**config.mk**
```make
export PLATFORM = sky130hd
export DESIGN_NAME = kmp_substring_first_match_core_flat
export DESIGN_NICKNAME = d
export VERILOG_FILES = /design/src/rtl/kmpsfm_pkg.sv /design/src/rtl/kmpsfm_text_if.sv /design/src/rtl/kmpsfm_result_if.sv /design/src/rtl/kmpsfm_cfg_if.sv /design/src/rtl/kmpsfm_fail_ram.sv /design/src/rtl/kmp_substring_first_match_core.sv /design/src/flat_wrapper.sv
export SDC_FILE = /design/constraint.sdc
export NUM_CORES = 1
export LEC_CHECK = 0
export BUFFER_PORTS_ARGS = -buffer_cell sky130_fd_sc_hd__clkbuf_2
export CAP_MARGIN = 20
export CORE_UTILIZATION = 35
export DETAILED_ROUTE_END_ITERATION = 10
export PLACE_DENSITY = 0.52
export SETUP_SLACK_MARGIN = 0.15
export SLEW_MARGIN = 10
export SYNTH_ARGS = -nofsm -noshare
export SYNTH_HDL_FRONTEND = slang
export SYNTH_SLANG_ARGS = --single-unit
```
**constraint.sdc**
```tcl
create_clock -name clk -period 9 [get_ports clk]
set_input_delay 1.8 -clock clk [delete_from_list [all_inputs] [get_ports clk]]
set_output_delay 1.8 -clock clk [all_outputs]
set_load 0.01 [all_outputs]
```
**src/rtl/kmpsfm_pkg.sv**
```systemverilog
// Shared constants, register codes and helpers for the KMP first-match core.
// No dependencies; the interfaces and the core refer to this package by scoped names.
package kmpsfm_pkg;

    // Defaults for the top-level parameters
    localparam int PATTERN_MAX_DEF = 8;
    localparam int INDEX_BITS_DEF  = 16;

    // Fixed field widths
    localparam int BYTE_BITS    = 8;
    localparam int PAT_BITS     = 64;
    localparam int LEN_BITS     = 4;
    localparam int START_BITS   = 16;
    localparam int CFG_IDX_BITS = 2;

    // Configuration register indices
    localparam logic [CFG_IDX_BITS-1:0] REG_PATTERN_BYTES  = 2'd0;
    localparam logic [CFG_IDX_BITS-1:0] REG_PATTERN_LENGTH = 2'd1;

    // Pick character k of the packed pattern (byte 0 in the low bits)
    function automatic logic [BYTE_BITS-1:0] pat_byte(
        input logic [PAT_BITS-1:0] bytes,
        input logic [2:0]          k
    );
        return bytes[{k, 3'b000} +: BYTE_BITS];
    endfunction

endpackage

```
**src/rtl/kmpsfm_text_if.sv**
```systemverilog
// Text input channel: one character word per handshake.
// Depends on kmpsfm_pkg for the field widths.
interface kmpsfm_text_if;
    logic                             valid;
    logic                             ready;
    logic [kmpsfm_pkg::BYTE_BITS-1:0] text_byte;
    logic                             first_byte;
    logic                             last_byte;

    modport source (output valid, output text_byte, output first_byte, output last_byte,
                    input ready);
    modport sink   (input valid, input text_byte, input first_byte, input last_byte,
                    output ready);
endinterface

```
**src/rtl/kmpsfm_result_if.sv**
```systemverilog
// Result channel: one search status word per accepted character.
// Depends on kmpsfm_pkg for the field widths.
interface kmpsfm_result_if;
    logic                              valid;
    logic                              ready;
    logic                              match_found;
    logic [kmpsfm_pkg::START_BITS-1:0] match_start;
    logic                              no_match_at_end;
    logic                              index_overflow;

    modport source (output valid, output match_found, output match_start,
                    output no_match_at_end, output index_overflow, input ready);
    modport sink   (input valid, input match_found, input match_start,
                    input no_match_at_end, input index_overflow, output ready);
endinterface

```
**src/rtl/kmpsfm_cfg_if.sv**
```systemverilog
// Configuration write channel: register index plus write data per word.
// Depends on kmpsfm_pkg for the field widths.
interface kmpsfm_cfg_if;
    logic                                valid;
    logic                                ready;
    logic [kmpsfm_pkg::CFG_IDX_BITS-1:0] index;
    logic [kmpsfm_pkg::PAT_BITS-1:0]     data;

    modport source (output valid, output index, output data, input ready);
    modport sink   (input valid, input index, input data, output ready);
endinterface

```
**src/rtl/kmpsfm_fail_ram.sv**
```systemverilog
// Failure-link table storage: one write port, one read port, registered read.
// Depends on nothing beyond its parameters; contents are undefined until written.
module kmpsfm_fail_ram #(
    parameter int DEPTH  = 8,
    parameter int ADDR_W = 3,
    parameter int DATA_W = 4
) (
    input  logic              clk,
    input  logic              wr_en,
    input  logic [ADDR_W-1:0] wr_addr,
    input  logic [DATA_W-1:0] wr_data,
    input  logic [ADDR_W-1:0] rd_addr,
    output logic [DATA_W-1:0] rd_data
);

    logic [DATA_W-1:0] mem [DEPTH];
    logic [DATA_W-1:0] rd_data_reg;

    // write port
    always_ff @(posedge clk)
    begin
        if (wr_en)
        begin
            mem[wr_addr] <= wr_data;
        end
    end

    // read port, registered
    always_ff @(posedge clk)
    begin
        rd_data_reg <= mem[rd_addr];
    end

    assign rd_data = rd_data_reg;

endmodule

```
**src/rtl/kmp_substring_first_match_core.sv**
```systemverilog
// KMP first-match search core: top level with control sequencer and datapath.
// Depends on kmpsfm_pkg, the three channel interfaces and kmpsfm_fail_ram.
//
// Usage
//   text   : one character per word, with first_byte / last_byte framing.
//   result : one status word per accepted character, held in an output register.
//   cfg    : register writes (0 = pattern bytes, 1 = pattern length); other
//            indices are ignored. Writes are taken only while no character is
//            in flight; each write rebuilds the failure table, with text held off.
// Timing
//   A character whose match extends or starts cleanly yields its result in the
//   cycle after acceptance, one word per cycle while result.ready is high and no
//   link is followed. Each failure link followed adds a table memory read, and no
//   new character is taken until it is done; the table's single read port sets this.
// Reset
//   Clears the pattern, length, matched length, text index and found flag.
//   The table memory is not cleared; with length zero it is never read.
// Back-pressure
//   The result register holds its word while result.ready is low; a new
//   character is taken only when that register is free or draining.
module kmp_substring_first_match_core #(
    parameter int PATTERN_MAX = kmpsfm_pkg::PATTERN_MAX_DEF,
    parameter int INDEX_BITS  = kmpsfm_pkg::INDEX_BITS_DEF
) (
    input  logic                   clk,
    input  logic                   rst_n,
    kmpsfm_text_if.sink            text,
    kmpsfm_result_if.source        result,
    kmpsfm_cfg_if.sink             cfg
);

    localparam int ADDR_W  = (PATTERN_MAX > 1) ? $clog2(PATTERN_MAX) : 1;
    localparam int LEN_W   = kmpsfm_pkg::LEN_BITS;
    localparam int BYTE_W  = kmpsfm_pkg::BYTE_BITS;
    localparam int PAT_W   = kmpsfm_pkg::PAT_BITS;
    localparam int START_W = kmpsfm_pkg::START_BITS;
    localparam int WIDE_W  = (INDEX_BITS > START_W) ? INDEX_BITS : START_W;

    typedef enum logic [4:0] {
        ST_IDLE      = 5'b00001,
        ST_SCAN      = 5'b00010,
        ST_BLD_START = 5'b00100,
        ST_BLD_STEP  = 5'b01000,
        ST_BLD_WAIT  = 5'b10000
    } state_t;

    state_t                  state_reg, state_next;
    logic [PAT_W-1:0]        pattern_reg, pattern_next;
    logic [LEN_W-1:0]        len_reg, len_next;
    logic [LEN_W-1:0]        ml_reg, ml_next;
    logic [INDEX_BITS-1:0]   idx_reg, idx_next;
    logic                    found_reg, found_next;
    logic [LEN_W-1:0]        bi_reg, bi_next;
    logic [LEN_W-1:0]        bj_reg, bj_next;
    logic                    out_valid_reg, out_valid_next;

    // held character while failure links are followed
    logic [BYTE_W-1:0]       c_reg, c_next;
    logic                    last_reg, last_next;
    logic [INDEX_BITS-1:0]   pos_reg, pos_next;

    // result payload
    logic                    res_found_reg, res_found_next;
    logic [START_W-1:0]      res_start_reg, res_start_next;
    logic                    res_nomatch_reg, res_nomatch_next;
    logic                    res_ovf_reg, res_ovf_next;

    // table memory port
    logic                    ram_we;
    logic [ADDR_W-1:0]       ram_waddr;
    logic [LEN_W-1:0]        ram_wdata;
    logic [ADDR_W-1:0]       ram_raddr;
    logic [LEN_W-1:0]        ram_rdata;

    // search datapath
    logic [LEN_W-1:0]        n_len;
    logic                    in_scan;
    logic                    found_eff;
    logic [LEN_W-1:0]        ml_eff;
    logic [INDEX_BITS-1:0]   pos_eff;
    logic [BYTE_W-1:0]       c_cur;
    logic [INDEX_BITS-1:0]   pos_cur;
    logic                    last_cur;
    logic                    active;
    logic [LEN_W-1:0]        j_cur;
    logic                    char_eq;
    logic                    need_fetch;
    logic [LEN_W-1:0]        j_fin;
    logic                    hit;
    logic                    found_after;
    logic [LEN_W-1:0]        ml_after;
    logic [INDEX_BITS-1:0]   nm1;
    logic [INDEX_BITS-1:0]   start_idx;
    logic [WIDE_W-1:0]       start_wide;
    logic                    ovf;
    logic                    in_accept;
    logic                    cfg_accept;
    logic                    fin;
    logic                    bld_eq;

    kmpsfm_fail_ram #(
        .DEPTH  (PATTERN_MAX),
        .ADDR_W (ADDR_W),
        .DATA_W (LEN_W)
    ) u_fail_ram (
        .clk     (clk),
        .wr_en   (ram_we),
        .wr_addr (ram_waddr),
        .wr_data (ram_wdata),
        .rd_addr (ram_raddr),
        .rd_data (ram_rdata)
    );

    // handshakes
    assign cfg.ready  = (state_reg == ST_IDLE);
    assign text.ready = (state_reg == ST_IDLE) && !cfg.valid &&
                        (!out_valid_reg || result.ready);
    assign in_accept  = text.valid && text.ready;
    assign cfg_accept = cfg.valid && cfg.ready;

    // one KMP step: a fresh character in idle, or the held one after a link read
    always_comb
    begin
        n_len     = (len_reg > LEN_W'(PATTERN_MAX)) ? LEN_W'(PATTERN_MAX) : len_reg;
        in_scan   = (state_reg == ST_SCAN);
        found_eff = text.first_byte ? 1'b0 : found_reg;
        ml_eff    = text.first_byte ? '0 : ml_reg;
        pos_eff   = text.first_byte ? '0 : idx_reg;

        c_cur    = in_scan ? c_reg : text.text_byte;
        pos_cur  = in_scan ? pos_reg : pos_eff;
        last_cur = in_scan ? last_reg : text.last_byte;
        active   = in_scan || (!found_eff && (n_len != '0));
        j_cur    = in_scan ? ram_rdata : ((ml_eff >= n_len) ? '0 : ml_eff);

        char_eq    = (c_cur == kmpsfm_pkg::pat_byte(pattern_reg, j_cur[2:0]));
        need_fetch = active && (j_cur != '0) && !char_eq;
        j_fin      = char_eq ? (j_cur + LEN_W'(1)) : j_cur;
        hit        = active && !need_fetch && (j_fin == n_len);

        found_after = in_scan ? hit : (found_eff || hit);
        ml_after    = !active ? ml_eff : (hit ? '0 : j_fin);

        // start index, clamped at zero
        nm1        = INDEX_BITS'(n_len - LEN_W'(1));
        start_idx  = (pos_cur >= nm1) ? (pos_cur - nm1) : '0;
        start_wide = WIDE_W'(start_idx);
        ovf        = (pos_cur == '1);
    end

    assign fin    = (in_accept && !need_fetch) || (in_scan && !need_fetch);
    assign bld_eq = (kmpsfm_pkg::pat_byte(pattern_reg, bi_reg[2:0]) ==
                     kmpsfm_pkg::pat_byte(pattern_reg, bj_reg[2:0]));

    // sequencer and next-state logic
    always_comb
    begin
        state_next       = state_reg;
        pattern_next     = pattern_reg;
        len_next         = len_reg;
        ml_next          = ml_reg;
        idx_next         = idx_reg;
        found_next       = found_reg;
        bi_next          = bi_reg;
        bj_next          = bj_reg;
        c_next           = c_reg;
        last_next        = last_reg;
        pos_next         = pos_reg;
        res_found_next   = res_found_reg;
        res_start_next   = res_start_reg;
        res_nomatch_next = res_nomatch_reg;
        res_ovf_next     = res_ovf_reg;
        out_valid_next   = out_valid_reg && !result.ready;
        ram_we           = 1'b0;
        ram_waddr        = '0;
        ram_wdata        = '0;
        ram_raddr        = ADDR_W'(j_cur - LEN_W'(1));

        unique case (state_reg)
            ST_IDLE:
            begin
                if (cfg_accept)
                begin
                    unique case (cfg.index)
                        kmpsfm_pkg::REG_PATTERN_BYTES:
                        begin
                            pattern_next = cfg.data;
                            state_next   = ST_BLD_START;
                        end
                        kmpsfm_pkg::REG_PATTERN_LENGTH:
                        begin
                            len_next   = cfg.data[LEN_W-1:0];
                            state_next = ST_BLD_START;
                        end
                        default:
                        begin
                            state_next = ST_IDLE;
                        end
                    endcase
                end
                else if (in_accept)
                begin
                    idx_next  = text.last_byte ? '0 :
                                ((pos_eff == '1) ? pos_eff : (pos_eff + INDEX_BITS'(1)));
                    c_next    = text.text_byte;
                    last_next = text.last_byte;
                    pos_next  = pos_eff;
                    if (need_fetch)
                    begin
                        state_next = ST_SCAN;
                    end
                end
            end
            ST_SCAN:
            begin
                if (!need_fetch)
                begin
                    state_next = ST_IDLE;
                end
            end
            ST_BLD_START:
            begin
                ram_we     = 1'b1;
                ram_waddr  = '0;
                ram_wdata  = '0;
                bi_next    = LEN_W'(1);
                bj_next    = '0;
                state_next = ST_BLD_STEP;
            end
            ST_BLD_STEP:
            begin
                ram_raddr = ADDR_W'(bj_reg - LEN_W'(1));
                if (bi_reg >= n_len)
                begin
                    state_next = ST_IDLE;
                end
                else if (bld_eq)
                begin
                    ram_we    = 1'b1;
                    ram_waddr = ADDR_W'(bi_reg);
                    ram_wdata = bj_reg + LEN_W'(1);
                    bi_next   = bi_reg + LEN_W'(1);
                    bj_next   = bj_reg + LEN_W'(1);
                end
                else if (bj_reg != '0)
                begin
                    state_next = ST_BLD_WAIT;
                end
                else
                begin
                    ram_we    = 1'b1;
                    ram_waddr = ADDR_W'(bi_reg);
                    ram_wdata = '0;
                    bi_next   = bi_reg + LEN_W'(1);
                end
            end
            ST_BLD_WAIT:
            begin
                bj_next    = ram_rdata;
                state_next = ST_BLD_STEP;
            end
            default:
            begin
                state_next = ST_IDLE;
            end
        endcase

        // finish the character: update search state and load the result word
        if (fin)
        begin
            found_next       = last_cur ? 1'b0 : found_after;
            ml_next          = last_cur ? '0 : ml_after;
            res_found_next   = hit;
            res_start_next   = hit ? start_wide[START_W-1:0] : '0;
            res_nomatch_next = last_cur && !found_after;
            res_ovf_next     = ovf;
            out_valid_next   = 1'b1;
        end
    end

    // control registers
    always_ff @(posedge clk or negedge rst_n)
    begin
        if (!rst_n)
        begin
            state_reg     <= ST_IDLE;
            pattern_reg   <= '0;
            len_reg       <= '0;
            ml_reg        <= '0;
            idx_reg       <= '0;
            found_reg     <= 1'b0;
            bi_reg        <= '0;
            bj_reg        <= '0;
            out_valid_reg <= 1'b0;
        end
        else
        begin
            state_reg     <= state_next;
            pattern_reg   <= pattern_next;
            len_reg       <= len_next;
            ml_reg        <= ml_next;
            idx_reg       <= idx_next;
            found_reg     <= found_next;
            bi_reg        <= bi_next;
            bj_reg        <= bj_next;
            out_valid_reg <= out_valid_next;
        end
    end

    // payload registers
    always_ff @(posedge clk)
    begin
        c_reg           <= c_next;
        last_reg        <= last_next;
        pos_reg         <= pos_next;
        res_found_reg   <= res_found_next;
        res_start_reg   <= res_start_next;
        res_nomatch_reg <= res_nomatch_next;
        res_ovf_reg     <= res_ovf_next;
    end

    assign result.valid           = out_valid_reg;
    assign result.match_found     = res_found_reg;
    assign result.match_start     = res_start_reg;
    assign result.no_match_at_end = res_nomatch_reg;
    assign result.index_overflow  = res_ovf_reg;

endmodule
```
**src/flat_wrapper.sv**
```systemverilog
// flat-port wrapper written by rule: the top's interface ports become plain ports
module kmp_substring_first_match_core_flat 
#(
    parameter int PATTERN_MAX = kmpsfm_pkg::PATTERN_MAX_DEF,
    parameter int INDEX_BITS  = kmpsfm_pkg::INDEX_BITS_DEF
)
  (clk, rst_n, text_valid, text_text_byte, text_first_byte, text_last_byte, text_ready, result_valid, result_match_found, result_match_start, result_no_match_at_end, result_index_overflow, result_ready, cfg_valid, cfg_index, cfg_data, cfg_ready);
  kmpsfm_text_if text_i ();
  kmpsfm_result_if result_i ();
  kmpsfm_cfg_if cfg_i ();
  input  logic clk;
  input  logic rst_n;
  input wire logic [$bits(text_i.valid)-1:0] text_valid;
  input wire logic [$bits(text_i.text_byte)-1:0] text_text_byte;
  input wire logic [$bits(text_i.first_byte)-1:0] text_first_byte;
  input wire logic [$bits(text_i.last_byte)-1:0] text_last_byte;
  output wire logic [$bits(text_i.ready)-1:0] text_ready;
  output wire logic [$bits(result_i.valid)-1:0] result_valid;
  output wire logic [$bits(result_i.match_found)-1:0] result_match_found;
  output wire logic [$bits(result_i.match_start)-1:0] result_match_start;
  output wire logic [$bits(result_i.no_match_at_end)-1:0] result_no_match_at_end;
  output wire logic [$bits(result_i.index_overflow)-1:0] result_index_overflow;
  input wire logic [$bits(result_i.ready)-1:0] result_ready;
  input wire logic [$bits(cfg_i.valid)-1:0] cfg_valid;
  input wire logic [$bits(cfg_i.index)-1:0] cfg_index;
  input wire logic [$bits(cfg_i.data)-1:0] cfg_data;
  output wire logic [$bits(cfg_i.ready)-1:0] cfg_ready;
  assign text_i.valid = text_valid;
  assign text_i.text_byte = text_text_byte;
  assign text_i.first_byte = text_first_byte;
  assign text_i.last_byte = text_last_byte;
  assign text_ready = text_i.ready;
  assign result_valid = result_i.valid;
  assign result_match_found = result_i.match_found;
  assign result_match_start = result_i.match_start;
  assign result_no_match_at_end = result_i.no_match_at_end;
  assign result_index_overflow = result_i.index_overflow;
  assign result_i.ready = result_ready;
  assign cfg_i.valid = cfg_valid;
  assign cfg_i.index = cfg_index;
  assign cfg_i.data = cfg_data;
  assign cfg_ready = cfg_i.ready;
  kmp_substring_first_match_core #(.PATTERN_MAX(PATTERN_MAX), .INDEX_BITS(INDEX_BITS)) u_core (.clk(clk), .rst_n(rst_n), .text(text_i), .result(result_i), .cfg(cfg_i));
endmodule
```
==> impl_metrics.json <==
{
  "period_minus_slack_ns": 7.85,
  "initial_core_util": 0.360,
  "cp_num_buf_inv": 5,
  "crit_path_max_incr_delay_ns": 0.67,
  "cp_common_cell": "buf_4",
  "routedWlPerCell_um": 18.8,
  "hold_end": "u_core.idx_reg[10]",
  "hpwlAfterDp_mm": 20.2,
  "synth_ff_type": "dfrtp_1",
  "die_x_um": 178,
  "pre_cts_ws_ns": 0.765,
  "crit_type": "primary input to flip-flop",
  "post_cts_resized": 0,
  "synthCells": 960,
  "largest_reg_flops": 64,
  "finalWirelength_mm": 27.4,
  "cts_root_buf": "clkbuf_16",
  "cts_hold_buf": 0,
  "power_density_mw_per_mm2": 314,
  "grt_usage": 0.181,
  "ant_nets": 0,
  "gr-total-overflow": 0,
  "clock-sinks": 183,
  "die_h_um": 178,
  "min_period_over_period": 0.872,
  "endpoint_kind": "flip-flop",
  "nFillCells": 2909,
  "ios": 103,
  "path_cells": "clkbuf_2 > nor2b_1 > buf_4 > inv_1 > ha_1 > nand2b_1 > a2111o_1 > and2_1 > o22ai_2 > buf_4 > mux2_2 > o22a_1 > and3_1 > nor4b_2 > nand4_1 > or2_1 > o311ai_1 > o311ai_2 > buf_4 > nor4b_1",
  "ir_drop_v": 0.000128,
  "drc": 0,
  "synth-simple-area-share": 0.132,
  "worstPathRequired_ns": 9.25,
  "post_cts_buffers": 0,
  "finalSetupTns_ns": 0,
  "fin_skew_ns": 0.0153,
  "final_cells": 1453,
  "seq_area_frac_synth": 0.457,
  "hold_start": "u_core.idx_reg[10]",
  "syn_nets": 1075,
  "num_rows": 63,
  "crit_slowest_cell": "o22ai_2",
  "static-leakage-power_uw": 0.00490,
  "path_clk_slew_ns": 0.07,
  "io_buffers": 102,
  "vias_per_cell": 5.41,
  "ys_async_sr_fraction": 0.563,
  "place_inst": 1421,
  "arrival_ns": 8.10,
  "synth-seq-cells": 183,
  "synth_compound_area_frac": 0.109,
  "synthAdderAreaFrac": 0.0400,
  "max_slew_margin": 0.291,
  "layout-drive-gt1-share": 0.274,
  "gp_congestion": 0.814,
  "hold_violations": 0,
  "finalSetupViolCount": 0,
  "drt_iter0_drc": 443,
  "grt_setup_unrepaired": "no",
  "fmax_mhz": 127,
  "antenna_found_initial": 0,
  "reg2reg_depth": 19,
  "synth_top_family_by_area": "multiplexers",
  "htree_levels": 4,
  "vias": 7858,
  "firstDrtPassIters": 5,
  "hold_class": "flip-flop to flip-flop",
  "final_core_util": 0.411,
  "die-area_mm2": 0.0316,
  "outcome": "completed",
  "grt_pass1_wl_mm": 43.9,
  "antenna_cells": 0,
  "timing.rr.end": "u_core.result.match_start[7]",
  "cts_made_buffers": 17,
  "drv_cap": 0,
  "clkLatencyLatePin_ns": 0.44,
  "grt_start_max_net_pins": 65,
  "final_nets": 1165,
  "worstMarginPinSlew_ns": 1.06,
  "grt_pass1_vias": 7716,
  "holdPathStages": 1,
  "start_kind": "primary input",
  "worstReg2RegStart": "u_core.len_reg[3]",
  "postSynthAreaPerCell_um2": 11.3,
  "core-area_mm2": 0.0300,
  "setup_ws_ns": 1.15,
  "area_delta_synth_final_pct": 14.2,
  "cp_top_family": "simple AND/OR/NAND/NOR gates",
  "critPathMaxFanout": 25,
  "r2r_setup_slack_ns": 2.24,
  "synth.distinct_cells": 66,
  "startpoint": "text_first_byte",
  "synthMuxAreaShare": 0.205,
  "clockBufferDepth": 2,
  "synthXorXnorAreaFrac": 0.0267,
  "synth_area_mm2": 0.0108,
  "synth_edf_count": 76,
  "synth_warnings": 0,
  "drv_slew": 0,
  "cts_tree": "done"
}
-- metal layers --
| metal | share of wire | track usage | wire, um | vias to the layer above |
|---|---|---|---|---|
| li1 | - | - | - | 3759 |
| met1 | 0.50 | 0.273 | 13700 | 3891 |
| met2 | 0.44 | 0.268 | 12100 | 187 |
| met3 | 0.048 | 0.0345 | 1310 | 21 |
| met4 | 0.0099 | 0.0406 | 270 | 0 |
| met5 | 0 | 0 | 0 | - |
-- power breakdown --
part	switching (uW)	internal [uW]
clock network	340	438
registers	272	1100
logic	865	868
-- metrics by stage --
step	cell area [um2]	total power [uW]	hold WS (ns)
floorplan	10800	2660	0.443
global placement	11700	3110	0.470
detailed placement	11700	3120	0.472
CTS	12400	3910	0.484
global route	12400	4150	0.532
finish	12400	3880	0.490
-- kinds of logic (layout without fill, tap and decap cells) --
group | count (synthesis) | in the layout
adder cells (fa/ha/maj) | 34 | 34
AO/OA/AOI/OAI | 184 | 184
XOR/XNOR | 33 | 33
multiplexers | 160 | 160
buffers and inverters | 81 | 184
flip-flops | 183 | 183
AND/OR/NAND/NOR | 285 | 285
-- synthesized netlist by cell type (3+ instances only) --
library cell / number / area (um2)
or3_1: 3 / 18.8
nand2b_1: 10 / 62.6
a22o_1: 4 / 35.0
and3_1: 12 / 75.1
nor3_1: 23 / 115
mux2_2: 88 / 991
buf_2: 3 / 15.0
a21o_1: 5 / 37.5
o22a_1: 14 / 123
buf_1: 5 / 18.8
a21oi_1: 59 / 295
xor2_1: 10 / 87.6
inv_1: 33 / 124
clkbuf_1: 32 / 120
a22oi_1: 16 / 120
nand4_1: 15 / 93.8
a31oi_1: 4 / 25.0
ha_1: 33 / 413
o2bb2ai_1: 3 / 26.3
nor4b_1: 4 / 35.0
dfrtp_1: 102 / 2550
nor2_1: 38 / 143
nand3_1: 21 / 105
o21ai_0: 53 / 265
buf_4: 4 / 30.0
mux2i_1: 31 / 310
edfxtp_1: 76 / 2280
o31ai_1: 5 / 37.5
xnor2_1: 23 / 201
nor3b_1: 9 / 67.6
nand2_1: 103 / 387
nor2b_1: 23 / 144
dfxtp_1: 4 / 80.1
nor4_1: 7 / 43.8
mux4_2: 40 / 901
-- worst max path at each step --
| stage | endpoint | slack (ns) | cells after the start |
|---|---|---|---|
| after detailed placement | u_core.result.match_start[7] | 0.77 | 20 |
| after global routing | u_core.result.match_start[5] | 0.64 | 20 |
| after global placement | u_core.result.match_start[7] | 1.03 | 20 |
| after CTS | u_core.result.match_start[7] | 1.21 | 20 |
| final | u_core.result.match_start[7] | 1.15 | 20 |
| after floorplan | u_core.ml_reg[2] | 2.29 | 20 |
-- final cells by class --
type / instances / area (um2) / share of cell area
repair buffers: 117 / 626 / 0.0506
clock inverters: 9 / 97.6 / 0.00790
multi-input cells: 696 / 5560 / 0.450
well taps: 390 / 488 / 0.0395
inverters: 35 / 131 / 0.0106
flip-flops and latches: 183 / 4940 / 0.400
clock buffers: 23 / 512 / 0.0414
-- placed cells by master, fill, tap and decap left out, types with 4 or more instances in the layout --
cell type and count:
and3_1 12, a21o_1 5, clkbuf_2 101, nor4b_1 4, o31ai_1 5, nor2b_1 22, o22a_1 14, nor3b_1 9
nand4_1 15, clkbuf_16 20, nand3_1 21, a22oi_1 16, a21oi_1 59, edfxtp_1 76, dfrtp_1 102, nor3_1 23
nor2_1 38, mux4_2 40, nor4_1 7, nand2b_1 10, o21ai_0 53, dfxtp_1 4, inv_6 5, nand2_1 103
a31oi_1 4, mux2_2 88, xnor2_1 23, mux2i_1 31, ha_1 33, xor2_1 10, a22o_1 4, buf_4 16
inv_1 33
(Power assumes the default switching activity.)
